$ cat src/hw/rtl/crc8_frame_receiver_defines.svh
// Assertion helpers for the frame receiver
`ifndef CRC8_FRAME_RECEIVER_DEFINES_SVH
`define CRC8_FRAME_RECEIVER_DEFINES_SVH

// Same-cycle implication, held off during reset
`define CRCFR_ASSERT_IMP(label, clk, rst, cond, prop) \
  label: assert property (@(posedge clk) disable iff (rst) (cond) |-> (prop)) \
    else $error("crcfr assertion failed");

// Next-cycle implication, held off during reset
`define CRCFR_ASSERT_NEXT(label, clk, rst, cond, prop) \
  label: assert property (@(posedge clk) disable iff (rst) (cond) |=> (prop)) \
    else $error("crcfr assertion failed");

`endif

$ cat src/hw/rtl/crcfr_pkg.sv
package crcfr_pkg;

  // preamble bytes
  localparam logic [7:0] PRE0 = 8'h24; // '$'
  localparam logic [7:0] PRE1 = 8'h41; // 'A'

  // CRC-8 DVB-S2
  localparam logic [7:0] CRC_POLY = 8'hD5;

  // result event codes
  localparam logic [2:0] EV_ABSORBED = 3'd0;
  localparam logic [2:0] EV_PAYLOAD  = 3'd1;
  localparam logic [2:0] EV_GOOD     = 3'd2;
  localparam logic [2:0] EV_CRC_BAD  = 3'd3;
  localparam logic [2:0] EV_TOO_LONG = 3'd4;
  localparam logic [2:0] EV_PRE_BAD  = 3'd5;
  localparam logic [2:0] EV_EXTRA    = 3'd6;
  localparam logic [2:0] EV_RELEASED = 3'd7;

  typedef struct packed {
    logic       operation;
    logic [7:0] rx_byte;
  } in_item_t;

  typedef struct packed {
    logic [2:0] event_res;
    logic [7:0] payload_byte;
    logic [6:0] byte_index;
    logic [7:0] frame_length;
  } out_item_t;

endpackage

$ cat src/hw/rtl/crcfr_crc8_byte.sv
// One-byte CRC-8 update, MSB first
module crcfr_crc8_byte (
  input  logic [7:0] crc_in,
  input  logic [7:0] data,
  output logic [7:0] crc_out
);

  always_comb begin
    logic [7:0] v;
    v = crc_in ^ data;
    for (int i = 0; i < 8; i++) begin
      if (v[7]) begin
        v = {v[6:0], 1'b0} ^ crcfr_pkg::CRC_POLY;
      end else begin
        v = {v[6:0], 1'b0};
      end
    end
    crc_out = v;
  end

endmodule

$ cat src/hw/rtl/crcfr_parser.sv
// Frame state and per-item decode; state advances when fire is high
module crcfr_parser #(
  parameter int MAX_PAYLOAD = 128
) (
  input  logic                 clk,
  input  logic                 rst,
  input  logic                 fire,
  input  crcfr_pkg::in_item_t  item,
  output crcfr_pkg::out_item_t result
);

  localparam logic [7:0] MaxLen = 8'(MAX_PAYLOAD);

  typedef enum logic [2:0] {
    PH_HUNT  = 3'd0,
    PH_SYNC  = 3'd1,
    PH_LEN   = 3'd2,
    PH_DATA  = 3'd3,
    PH_CHECK = 3'd4,
    PH_DONE  = 3'd5
  } phase_t;

  phase_t     phase, phase_next;
  logic [7:0] running_crc, running_crc_next;
  logic [7:0] expected_length, expected_length_next;
  logic [7:0] received_count, received_count_next;
  logic [7:0] crc_upd;
  logic [7:0] count_inc;

  crcfr_crc8_byte u_crc (
    .crc_in  (running_crc),
    .data    (item.rx_byte),
    .crc_out (crc_upd)
  );

  assign count_inc = received_count + 8'd1;

  always_comb begin
    phase_next           = phase;
    running_crc_next     = running_crc;
    expected_length_next = expected_length;
    received_count_next  = received_count;
    result               = '0;
    result.event_res     = crcfr_pkg::EV_ABSORBED;

    if (item.operation) begin
      if (phase == PH_DONE) begin
        phase_next           = PH_HUNT;
        running_crc_next     = '0;
        expected_length_next = '0;
        received_count_next  = '0;
        result.event_res     = crcfr_pkg::EV_RELEASED;
      end
    end else begin
      case (phase)
        PH_HUNT: begin
          if (item.rx_byte == crcfr_pkg::PRE0) begin
            phase_next = PH_SYNC;
          end
        end
        PH_SYNC: begin
          if (item.rx_byte == crcfr_pkg::PRE1) begin
            phase_next = PH_LEN;
          end else begin
            phase_next           = PH_HUNT;
            running_crc_next     = '0;
            expected_length_next = '0;
            received_count_next  = '0;
            result.event_res     = crcfr_pkg::EV_PRE_BAD;
          end
        end
        PH_LEN: begin
          if (item.rx_byte > MaxLen) begin
            phase_next           = PH_HUNT;
            running_crc_next     = '0;
            expected_length_next = '0;
            received_count_next  = '0;
            result.event_res     = crcfr_pkg::EV_TOO_LONG;
          end else begin
            running_crc_next     = crc_upd;
            expected_length_next = item.rx_byte;
            phase_next           = (item.rx_byte != 8'd0) ? PH_DATA : PH_CHECK;
          end
        end
        PH_DATA: begin
          result.event_res    = crcfr_pkg::EV_PAYLOAD;
          result.payload_byte = item.rx_byte;
          result.byte_index   = received_count[6:0];
          running_crc_next    = crc_upd;
          received_count_next = count_inc;
          if (count_inc == expected_length) begin
            phase_next = PH_CHECK;
          end
        end
        PH_CHECK: begin
          result.frame_length = expected_length;
          if (item.rx_byte != running_crc) begin
            phase_next           = PH_HUNT;
            running_crc_next     = '0;
            expected_length_next = '0;
            received_count_next  = '0;
            result.event_res     = crcfr_pkg::EV_CRC_BAD;
          end else begin
            phase_next       = PH_DONE;
            result.event_res = crcfr_pkg::EV_GOOD;
          end
        end
        PH_DONE: begin
          result.event_res = crcfr_pkg::EV_EXTRA;
        end
        default: begin
          phase_next           = PH_HUNT;
          running_crc_next     = '0;
          expected_length_next = '0;
          received_count_next  = '0;
        end
      endcase
    end
  end

  always_ff @(posedge clk) begin
    if (rst) begin
      phase           <= PH_HUNT;
      running_crc     <= '0;
      expected_length <= '0;
      received_count  <= '0;
    end else if (fire) begin
      phase           <= phase_next;
      running_crc     <= running_crc_next;
      expected_length <= expected_length_next;
      received_count  <= received_count_next;
    end
  end

endmodule

$ cat src/hw/rtl/crcfr_out_stage.sv
// Result register with valid/ready towards the consumer
module crcfr_out_stage (
  input  logic                 clk,
  input  logic                 rst,
  input  logic                 load_valid,
  input  crcfr_pkg::out_item_t load_data,
  output logic                 can_load,
  output logic                 out_valid,
  input  logic                 out_ready,
  output crcfr_pkg::out_item_t out_data
);

  assign can_load = !out_valid || out_ready;

  always_ff @(posedge clk) begin
    if (rst) begin
      out_valid <= 1'b0;
    end else if (can_load) begin
      out_valid <= load_valid;
    end
  end

  always_ff @(posedge clk) begin
    if (can_load && load_valid) begin
      out_data <= load_data;
    end
  end

endmodule

$ cat src/hw/rtl/crc8_frame_receiver.sv
// Byte-wise receiver for '$' 'A' <len> <payload...> <crc> frames, CRC-8 DVB-S2
// (poly 0xD5, init 0) over the length byte and payload.
// Input channel in_valid/in_ready/in_data: one item per handshake, either a
// received serial byte (operation 0) or a release of a completed frame (1).
// Output channel out_valid/out_ready/out_data: exactly one result item per
// input item, in order. Payload bytes come out with their index as they
// arrive; the check byte gives frame good or crc bad with the length.
// An accepted item loads the input register; it then moves into the result
// register, raising out_valid. Throughput: one item per cycle while the consumer
// keeps out_ready high, set by the combinational decode and CRC byte update.
// Stall: while the consumer holds out_ready low the result register holds;
// the input register still takes one item, then in_ready drops until the
// result is taken.
// Reset (rst, synchronous): both stages empty, receiver hunting for '$'.
// After a good frame further bytes give 'extra byte' until a release item.
module crc8_frame_receiver #(
  parameter int MAX_PAYLOAD = 128
) (
  input  logic                 clk,
  input  logic                 rst,
  input  logic                 in_valid,
  output logic                 in_ready,
  input  crcfr_pkg::in_item_t  in_data,
  output logic                 out_valid,
  input  logic                 out_ready,
  output crcfr_pkg::out_item_t out_data
);

  `include "crc8_frame_receiver_defines.svh"

  localparam logic [7:0] MaxLen = 8'(MAX_PAYLOAD);

  // input register
  logic                 s1_valid;
  crcfr_pkg::in_item_t  s1_data;
  logic                 out_can_load;
  logic                 s1_fire;
  crcfr_pkg::out_item_t result;

  // item moves from input register into result register
  assign s1_fire  = s1_valid && out_can_load;
  assign in_ready = !s1_valid || out_can_load;

  always_ff @(posedge clk) begin
    if (rst) begin
      s1_valid <= 1'b0;
    end else if (in_ready) begin
      s1_valid <= in_valid;
    end
  end

  always_ff @(posedge clk) begin
    if (in_ready && in_valid) begin
      s1_data <= in_data;
    end
  end

  crcfr_parser #(
    .MAX_PAYLOAD (MAX_PAYLOAD)
  ) u_parser (
    .clk    (clk),
    .rst    (rst),
    .fire   (s1_fire),
    .item   (s1_data),
    .result (result)
  );

  crcfr_out_stage u_out (
    .clk        (clk),
    .rst        (rst),
    .load_valid (s1_valid),
    .load_data  (result),
    .can_load   (out_can_load),
    .out_valid  (out_valid),
    .out_ready  (out_ready),
    .out_data   (out_data)
  );

  // payload fields are zero unless the item carries a payload byte
  `CRCFR_ASSERT_IMP(a_payload_zero, clk, rst,
    out_valid && (out_data.event_res != crcfr_pkg::EV_PAYLOAD),
    (out_data.payload_byte == 8'd0) && (out_data.byte_index == 7'd0))

  // length only reported on frame end, and never above the limit
  `CRCFR_ASSERT_IMP(a_len_range, clk, rst,
    out_valid,
    (out_data.frame_length <= MaxLen) &&
    ((out_data.frame_length == 8'd0) ||
     (out_data.event_res == crcfr_pkg::EV_GOOD) ||
     (out_data.event_res == crcfr_pkg::EV_CRC_BAD)))

  // a full input register blocked by a stalled result holds off new items
  `CRCFR_ASSERT_NEXT(a_stall_hold, clk, rst,
    s1_valid && out_valid && !out_ready,
    s1_valid && out_valid)

endmodule
$ cat config.mk
export PLATFORM = sky130hd
export DESIGN_NAME = crc8_frame_receiver
export DESIGN_NICKNAME = d
export VERILOG_FILES = /design/src/hw/rtl/crcfr_pkg.sv /design/src/hw/rtl/crcfr_crc8_byte.sv /design/src/hw/rtl/crcfr_parser.sv /design/src/hw/rtl/crcfr_out_stage.sv /design/src/hw/rtl/crc8_frame_receiver.sv
export VERILOG_INCLUDE_DIRS = /design/src /design/src/hw/rtl
export SDC_FILE = /design/constraint.sdc
export NUM_CORES = 1
export LEC_CHECK = 0
export BUFFER_PORTS_ARGS = -buffer_cell sky130_fd_sc_hd__buf_2
export CORE_MARGIN = 2
export CORE_UTILIZATION = 30
export DETAILED_ROUTE_END_ITERATION = 10
export GPL_ROUTABILITY_DRIVEN = 1
export PLACE_DENSITY = 0.5
export SLEW_MARGIN = 40
export SYNTH_ARGS = -nofsm -noshare
export SYNTH_HDL_FRONTEND = slang
export SYNTH_HIERARCHICAL = 1
export SYNTH_SLANG_ARGS = --single-unit
export TNS_END_PERCENT = 10
$ cat constraint.sdc
create_clock -name clk -period 4.89 [get_ports clk]
set_clock_uncertainty 0.1 [all_clocks]
set_input_delay 0.978 -clock clk [delete_from_list [all_inputs] [get_ports clk]]
set_output_delay 0.978 -clock clk [all_outputs]
set_load 0.01 [all_outputs]
==> After elaboration in Yosys (flattened, before gate mapping) <==
Index checks and enable logic that the tools add are counted.
{ "totals": {"reg_bits": 64, "latch_bits": 0, "ramBits": 0, "rom_bits": 0, "mem_count": 0} }
{ "classes": {"addsub": 1, "mul": 0, "div": 0, "n_lt_le_gt_ge": 1, "eq_ne": 18, "shifts": 0, "n_mux": 35, "bitwise_logic": 11, "n_reduce_logical": 16} }
{ "ops": {"columns": ["op", "n"], "rows": [
  ["8-bit 2-to-1 mux", 17],
  ["8-bit case mux with 5 select lines", 2],
  ["5-bit inverter", 8],
  ["3-bit 2-to-1 mux", 11],
  ["8-bit case mux with 4 select lines", 1],
  ["3-bit case mux with 6 select lines", 1],
  ["3-bit case mux with 5 select lines", 1],
  ["5-bit AND reduction", 3],
  ["3-bit by 2-bit inequality test with 1-bit output (second input constant)", 4],
  ["8-bit by 1-bit adder with 8-bit output (second input constant)", 1],
  ["8-bit by 6-bit equality test with 1-bit output (second input constant)", 1],
  ["8-bit by 7-bit equality test with 1-bit output (second input constant)", 1],
  ["8-bit equality test", 1],
  ["8-bit greater-than comparator (second input constant)", 1],
  ["8-bit inequality test", 1],
  ["8-bit nonzero test", 1],
  ["8-bit bitwise XOR", 1],
  ["3-bit by 2-bit equality test with 1-bit output (second input constant)", 2],
  ["3-bit equality test (second input constant)", 2],
  ["2-bit by 1-bit inequality test with 1-bit output (second input constant)", 3],
  ["6-bit AND reduction", 1],
  ["2-bit OR reduction", 3],
  ["3-bit by 1-bit equality test with 1-bit output (second input constant)", 1],
  ["3-bit zero test", 1],
  ["9 further kinds", 13]
]} }

==> Depth between registers and ports, before layout <==
Gate-level depths: netlist of the first run.
{ "depth": {"word_depth": 20, "ltp_mapped": 8} }

==> By module <==
The synthesis of the first run kept the hierarchy.
{ "modules_own_cells": {"columns": ["module", "instances", "cells_each", "area_each_um2", "seq_area_each_um2"], "rows": [
  ["crcfr_parser", 1, 262, 2127.0, 540.5],
  ["crcfr_out_stage", 1, 31, 835.8, 800.8],
  ["crc8_frame_receiver", 1, 15, 332.8, 290.3],
  ["crcfr_crc8_byte", 1, 23, 324.1, 0.0]
]} }

==> Least setup slack after synthesis of the first run <==
No wires, ideal clock.
{ "synth_path": {"path_kind": "input-to-reg", "startpoint": "input out_ready", "endpoint": "register u_parser.expected_length[0]", "setup_ns": 0.128, "t_arrival_ns": 2.205, "slack_ns": 2.457, "cell_stages": 7, "path_buffers": 0, "cell_sequence": "nand2b_4 > and2_2 > nor3b_2 > o31ai_2 > o21ai_2 > mux2i_1 > nor2_1"} }
{ "synth_via": {"elab_chain_cells": 3} }
{ "synth_lines": {"columns": ["item", "line_no", "source"], "rows": [
  ["start, declared", "crc8_frame_receiver.sv:25", "input logic out_ready,"],
  ["1-bit logical OR", "crcfr_out_stage.sv:13", "assign can_load = !out_valid || out_ready;"],
  ["1-bit logical AND", "crc8_frame_receiver.sv:41", "assign s1_fire = s1_valid && out_can_load;"],
  ["via s1_fire", "crc8_frame_receiver.sv:37", "logic s1_fire;"],
  ["5-bit AND reduction (no line)", null, null],
  ["end signal, assigned", "crcfr_parser.sv:130", "expected_length <= expected_length_next;"],
  ["end, declared", "crcfr_parser.sv:25", "logic [7:0] expected_length, expected_length_next;"]
]} }
The timed path passes the listed nets, and every way through them passes these cells.
A chain may end at the register's enable or synchronous reset.

==> Final worst setup path of the first run <==
{ "layout_path": {"startpoint": "input out_ready", "endpoint": "output in_ready"} }
{ "layout_via": {"elab_chain_cells": 2} }
{ "layout_lines": {"columns": ["item", "line_no", "source"], "rows": [
  ["1-bit logical OR", "crcfr_out_stage.sv:13", null],
  ["via out_can_load", "crc8_frame_receiver.sv:36", "logic out_can_load;"],
  ["1-bit logical OR", "crc8_frame_receiver.sv:42", "assign in_ready = !s1_valid || out_can_load;"],
  ["end, declared", "crc8_frame_receiver.sv:22", "output logic in_ready,"]
]} }
The timed path passes the listed nets, and every way through them passes these cells.

==> key figures, run 1 <==
Outcome
  • Status: finished clean

Routing
  • Antenna-violating nets left: 0
  • Post-Route WL: 8.07 mm
  • Drt drc: 0
  • 1st-pass router iterations: 4
  • Total number of vias: 2541
  • Routed vias/inst: 4.88
  • Post-DR wirelength/cell: 15.5 µm
  • Initial DRC Count: 159

STA
  • Slew at the pin with the worst max-slew slack: 0.703 ns
  • Minimum clock period: 2.58 ns
  • Final setup violation count: 0
  • Count of pins over their slew limit: 0
  • Hold Violations, Final: 0
  • Max-slew headroom: 52.7%
  • Setup TNS: 0 ns
  • RSZ-0062 raised after global routing: false
  • Crit share post-route: 52.8%
  • Fmax: 387 MHz

Cells and area
  • Fillcell total: 1208
  • Share of layout cells above drive strength 1: 22.7%
  • Leading cell type in the layout, fill and taps excluded: buf_2
  • Nets: 385
  • Commonest cells after routing, fill and taps aside: buf_2, edfxtp_1, dfxtp_1
  • P&R area growth vs syn: 18.0%
  • ANT cells: 0

Setup path
  • Crit end category: output pin
  • CP arrival: 1.50 ns
  • Worst Path Max Fanout: 4
  • Critical path class: in2out
  • Worst path cell trace: buf_2, nand2b_4, nand2b_4, buf_2
  • Worst Path Required: 3.81 ns
  • CP startpoint kind: primary input
  • Max stage delay on crit path: 0.15 ns
  • Slowest stage cell, crit path: nand2b_4

Job
  • Max-cap violation count: 0

GRT
  • Largest net degree at the start of global routing: 35
  • Gr usage total: 13.6%
  • Vias in the first global route: 2580
  • First-pass GRT wire length: 13.5 mm
  • Total grt overflow: 0
  • Initial antenna violation count: 0

Pwr
  • Int Pwr: 1.13 mW
  • Sw Pwr: 292 µW
  • Combinational share of power: 7.0%
  • Lkg Pwr: 1.64 nW
  • Register share of total power: 42.1%
  • Clock power share: 50.9%
  • Peak supply drop: 0.140 mV
  • Power per Cell Area: 333 nW/µm²
  • Switching share of power: 20.5%
  • Pwr Total: 1.42 mW

Synth
  • EDFF count, synth: 35
  • FFs w/ async S/R, synth: 0%
  • Synthesized Nets: 347
  • Mean Syn Cell Area: 10.9 µm²
  • Sequential share of the synthesized area: 45.1%
  • Post-synth top flop: edfxtp_1
  • Netlist Area Pre-Place: 3620 µm²
  • Yosys reg bits: 64
  • Library cells used by synthesis: 64
  • Synth Warn #: 6
  • Syn Inst Count: 331

CTS
  • Post-CTS sizing: 0
  • CTS tree: built
  • Skew-Pair Late Insertion Delay: 0.33 ns
  • Cts bufs inserted: 9
  • CTS Buffer Depth: 2
  • H-tree Lvls: 3
  • Clock Sinks: 64
  • Post-CTS Setup Bufs: 0
  • Worst-path clk slew: 0.05 ns
  • # hold bufs at CTS: 0
  • Clock root cell: clkbuf_16

Floorplan
  • Row count: 40
  • DIE HEIGHT: 114 µm
  • Initial Util: 30.4%
  • Boundary Pins: 41
  • Core ar.: 11900 µm²
  • Die area: 13000 µm²
  • Die width: 114 µm

Min path
  • Worst min path class: reg2reg

Placed design
  • Placer Congestion: 0.831
  • Port bufs: 40
  • Hpwl dp: 5.64 mm
==> state kept, by name, summed over array words and instances, names as in the netlist <==
name and cells:
s1_data 9, s1_valid 1, u_out/out_data 26, u_out/out_valid 1
u_parser/expected_length 8, u_parser/phase 3, u_parser/received_count 8, u_parser/running_crc 8
==> per-stage QoR <==
step	worst slack (ns)	util (%)	instance area, µm²	hold slack (ns)	std cells
floorplan	2.46	-	3620	0.382	331
global placement	2.17	33.0	3940	0.400	505
detailed placement	2.14	33.0	3940	0.409	505
CTS	2.30	35.9	4270	0.417	521
global route	2.17	35.9	4270	0.429	521
finish	2.31	35.9	4270	0.414	521
==> path summary, 6_finish.rpt <==
kind,cells after the start,start,to,slack (ns)
max,4,out_ready,in_ready,2.31
min,2,u_out/out_valid,u_out/out_valid,0.41
max reg2reg,4,s1_data[8],u_parser/received_count[7],2.37
min reg2reg,2,u_out/out_valid,u_out/out_valid,0.41
==> cells in the mapped netlist (5+ instances only) <==
master / n / area share, %
nand3_1: 6 / 0.83
nor3_1: 6 / 0.83
edfxtp_1: 35 / 29
clkbuf_1: 5 / 0.52
and3_1: 8 / 1.4
nor2_1: 21 / 2.2
xor2_1: 7 / 1.7
and2_1: 25 / 4.3
nand2b_1: 15 / 2.6
buf_2: 7 / 0.97
dfxtp_1: 29 / 16
o21ai_1: 6 / 0.83
xnor2_1: 23 / 5.6
mux2i_1: 19 / 5.3
nand2_1: 23 / 2.4
a31oi_1: 5 / 0.86
a21oi_1: 10 / 1.4
==> power groups by stage <==
stage	clock (mW)	sequential (mW)	combinational, mW
after CTS	0.747	0.599	0.102
final	0.725	0.599	0.0999
after global routing	0.766	0.601	0.108
after global placement	0	0.610	0.101
after floorplan	0	0.610	0.0705
after detailed placement	0	0.610	0.101
==> worst max-delay path, delay by kind of cell <==
kind                   cells  cell delay [ns]
AND/OR/NAND/NOR            2             0.29
buffers and inverters      2             0.23
==> final cells by class <==
cell class              instances  area, µm²  area share (%)
clock inverters                 6        108            2.52
well taps                     147        184            4.31
repair buffers                 40        200            4.69
clock buffers                  10        229            5.36
flip-flops and latches         64       1630            38.2
inverters                       5       18.8           0.439
multi-input cells             249       1900            44.5
==> kinds of logic (layout without fill, tap and decap cells) <==
kind of cell | after synthesis | count (layout) | synth area share (%)
adder cells (fa/ha/maj) | 3 | 3 | 1.04
XOR/XNOR | 41 | 41 | 13.3
flip-flops | 64 | 64 | 45.1
AO/OA/AOI/OAI | 51 | 51 | 10.2
multiplexers | 19 | 19 | 5.25
buffers and inverters | 18 | 61 | 2.42
AND/OR/NAND/NOR | 135 | 135 | 22.7
==> routing by layer <==
metal  track usage (%)  wire (µm)  vias up
li1                  -          -     1269
met1              16.7       3730     1220
met2              23.4       4010       46
met3              3.08        240        6
met4              5.12         88        0
met5                 0          0        -
Power figures use the tool's default switching activity.
==> run 2, diff against run 1 <==
- clock period: 4.89 -> 2.4 ns (I/O delays scaled with it)
==> run 2 against run 1 <==
  * Via count rose by 2.8%
  * Critical endpoint is now u_parser/phase[0]
  * Cell count rose by 2.5%
  * Combinational power increased by 120%
  * Routed wire length is 5.4% higher
  * Worst setup slack worse by 2.1 ns
==> key figures, run 2 (same netlist as run 1, synthesis figures left out) <==
CTS
  • Clock root cell: clkbuf_16
  • Post-CTS Setup Bufs: 0
  • CTS tree: built
  • Skew-Pair Late Insertion Delay: 0.34 ns
  • CTS Buffer Depth: 2
  • Cts bufs inserted: 9
  • Worst-path clk slew: 0.06 ns
  • H-tree Lvls: 3
  • Clock Sinks: 64

Routing
  • Post-DR wirelength/cell: 15.9 µm
  • Antenna-violating nets left: 0
  • Initial DRC Count: 192
  • Total number of vias: 2613
  • Routed vias/inst: 4.89
  • Drt drc: 0
  • 1st-pass router iterations: 4
  • Post-Route WL: 8.51 mm

Cells and area
  • Nets: 398
  • Register area: 1630 µm²
  • Largest regs: u_out/out_data (26), s1_data (9)
  • Leading cell type in the layout, fill and taps excluded: buf_2
  • Top reg by flops: u_out/out_data
  • Layout Cells excl Fill: 534
  • Share of layout cells above drive strength 1: 25.8%
  • Layout Utilization: 36.3%
  • Area of the multi-input gates: 1910 µm²
  • Max reg flops: 26
  • P&R area growth vs syn: 19.3%
  • Commonest cells after routing, fill and taps aside: buf_2, edfxtp_1, dfxtp_1
  • Fillcell total: 1210
  • ANT cells: 0

Setup path
  • CP startpoint kind: flop
  • Max stage delay on crit path: 0.58 ns
  • R2R depth: 6
  • Worst r2r src: s1_data[1]
  • CP arrival: 2.35 ns
  • Critical path class: reg2reg
  • Crit end category: flop
  • Reg2reg end: u_parser/phase[0]
  • Crit path from: s1_data[1]
  • Worst Path Max Fanout: 7
  • Slowest stage cell, crit path: edfxtp_1
  • CP endpoint: u_parser/phase[0]
  • Worst path cell trace: nor4_2, nand4_1, nand3_1, o211ai_1, a311o_1, mux2i_1
  • Worst Path Required: 2.52 ns
  • Flop2flop setup slack: 0.17 ns

GRT
  • Initial antenna violation count: 0
  • Gr usage total: 14.3%
  • Largest net degree at the start of global routing: 27
  • First-pass GRT wire length: 14.0 mm
  • Vias in the first global route: 2669
  • Total grt overflow: 0

STA
  • Slew at the pin with the worst max-slew slack: 0.536 ns
  • Final setup margin: 0.170 ns
  • Setup TNS: 0 ns
  • RSZ-0062 raised after global routing: false
  • Count of pins over their slew limit: 0
  • Final setup violation count: 0
  • Max-slew headroom: 64.3%
  • Hold Violations, Final: 0
  • Minimum clock period: 2.23 ns
  • Crit share post-route: 92.9%
  • Fmax: 448 MHz

Placed design
  • Placer Congestion: 0.902
  • Pre-CTS setup slack: 0.122 ns
  • Placed cells: 518
  • Port bufs: 40
  • Hpwl dp: 6.06 mm

Floorplan
  • Die area: 13000 µm²
  • Row count: 40
  • Die width: 114 µm
  • Core ar.: 11900 µm²
  • DIE HEIGHT: 114 µm
  • Initial Util: 30.4%
  • Boundary Pins: 41

Pwr
  • Peak supply drop: 0.386 mV
  • Int Pwr: 2.00 mW
  • Switching share of power: 24.0%
  • Sw Pwr: 634 µW
  • Register share of total power: 46.0%
  • Combinational share of power: 8.2%
  • Power per Cell Area: 611 nW/µm²
  • Clock power share: 45.8%
  • Lkg Pwr: 1.67 nW

Min path
  • Worst min path class: in2reg

Outcome
  • Status: finished clean

Job
  • Max-cap violation count: 0
## run 2: worst max-delay path, delay by kind of cell, from the launching register on
kind | cells | cell delay [ns]
AO/OA/AOI/OAI | 2 | 0.52
multiplexers | 1 | 0.15
flip-flops | 1 | 0.58
AND/OR/NAND/NOR | 3 | 0.76
## run 2: per-layer routing
metal | global-route usage, % | vias up | wire length (µm)
met1 | 17.5 | 1241 | 3930
met2 | 23.5 | 63 | 4100
met4 | 6.10 | 0 | 185
li1 | - | 1293 | -
met5 | 0 | - | 0
met3 | 4.36 | 16 | 294
## run 2: worst min-delay path by stage
stage	start	to	slack, ns	cells past startpoint
after floorplan	s1_valid	u_out/out_valid	0.38	2
after global placement	u_out/out_valid	u_out/out_valid	0.40	2
after detailed placement	u_out/out_valid	u_out/out_valid	0.41	2
after CTS	in_data[6]	s1_data[6]	0.20	1
after global routing	in_data[1]	s1_data[1]	0.20	1
final	in_data[6]	s1_data[6]	0.21	1
## run 2: repair_timing
item / 4_1_cts / 5_1_grt
gates resized for setup: 0 / 2
endpoints found under the setup margin: 0 / 6
hold endpoints to repair: 0 / 0
hold buffers: 0 / 0
## run 2: metrics by stage
stage	cell area (µm²)	power, mW	hold slack [ns]
after floorplan	3620	1.39	0.382
final	4320	2.64	0.211
after global routing	4320	2.74	0.200
after CTS	4310	2.67	0.200
after detailed placement	4030	1.45	0.408
after global placement	4030	1.45	0.396
## run 2: power by group through the flow
| stage | Combinational, mW | Sequential [mW] | Clock, mW |
|---|---|---|---|
| global placement | 0.216 | 1.24 | 0 |
| CTS | 0.218 | 1.21 | 1.24 |
| finish | 0.216 | 1.21 | 1.21 |
| floorplan | 0.144 | 1.24 | 0 |
| detailed placement | 0.217 | 1.24 | 0 |
| global route | 0.235 | 1.22 | 1.29 |
## run 2: area by class of cell
cell class | instances | share of cell area (%)
Timing Repair Buffer | 53 | 6.89
Tap cell | 147 | 4.26
Inverter | 5 | 0.435
Clock buffer | 10 | 5.30
Sequential cell | 64 | 37.8
Clock inverter | 6 | 1.07
Multi-Input combinational cell | 249 | 44.3
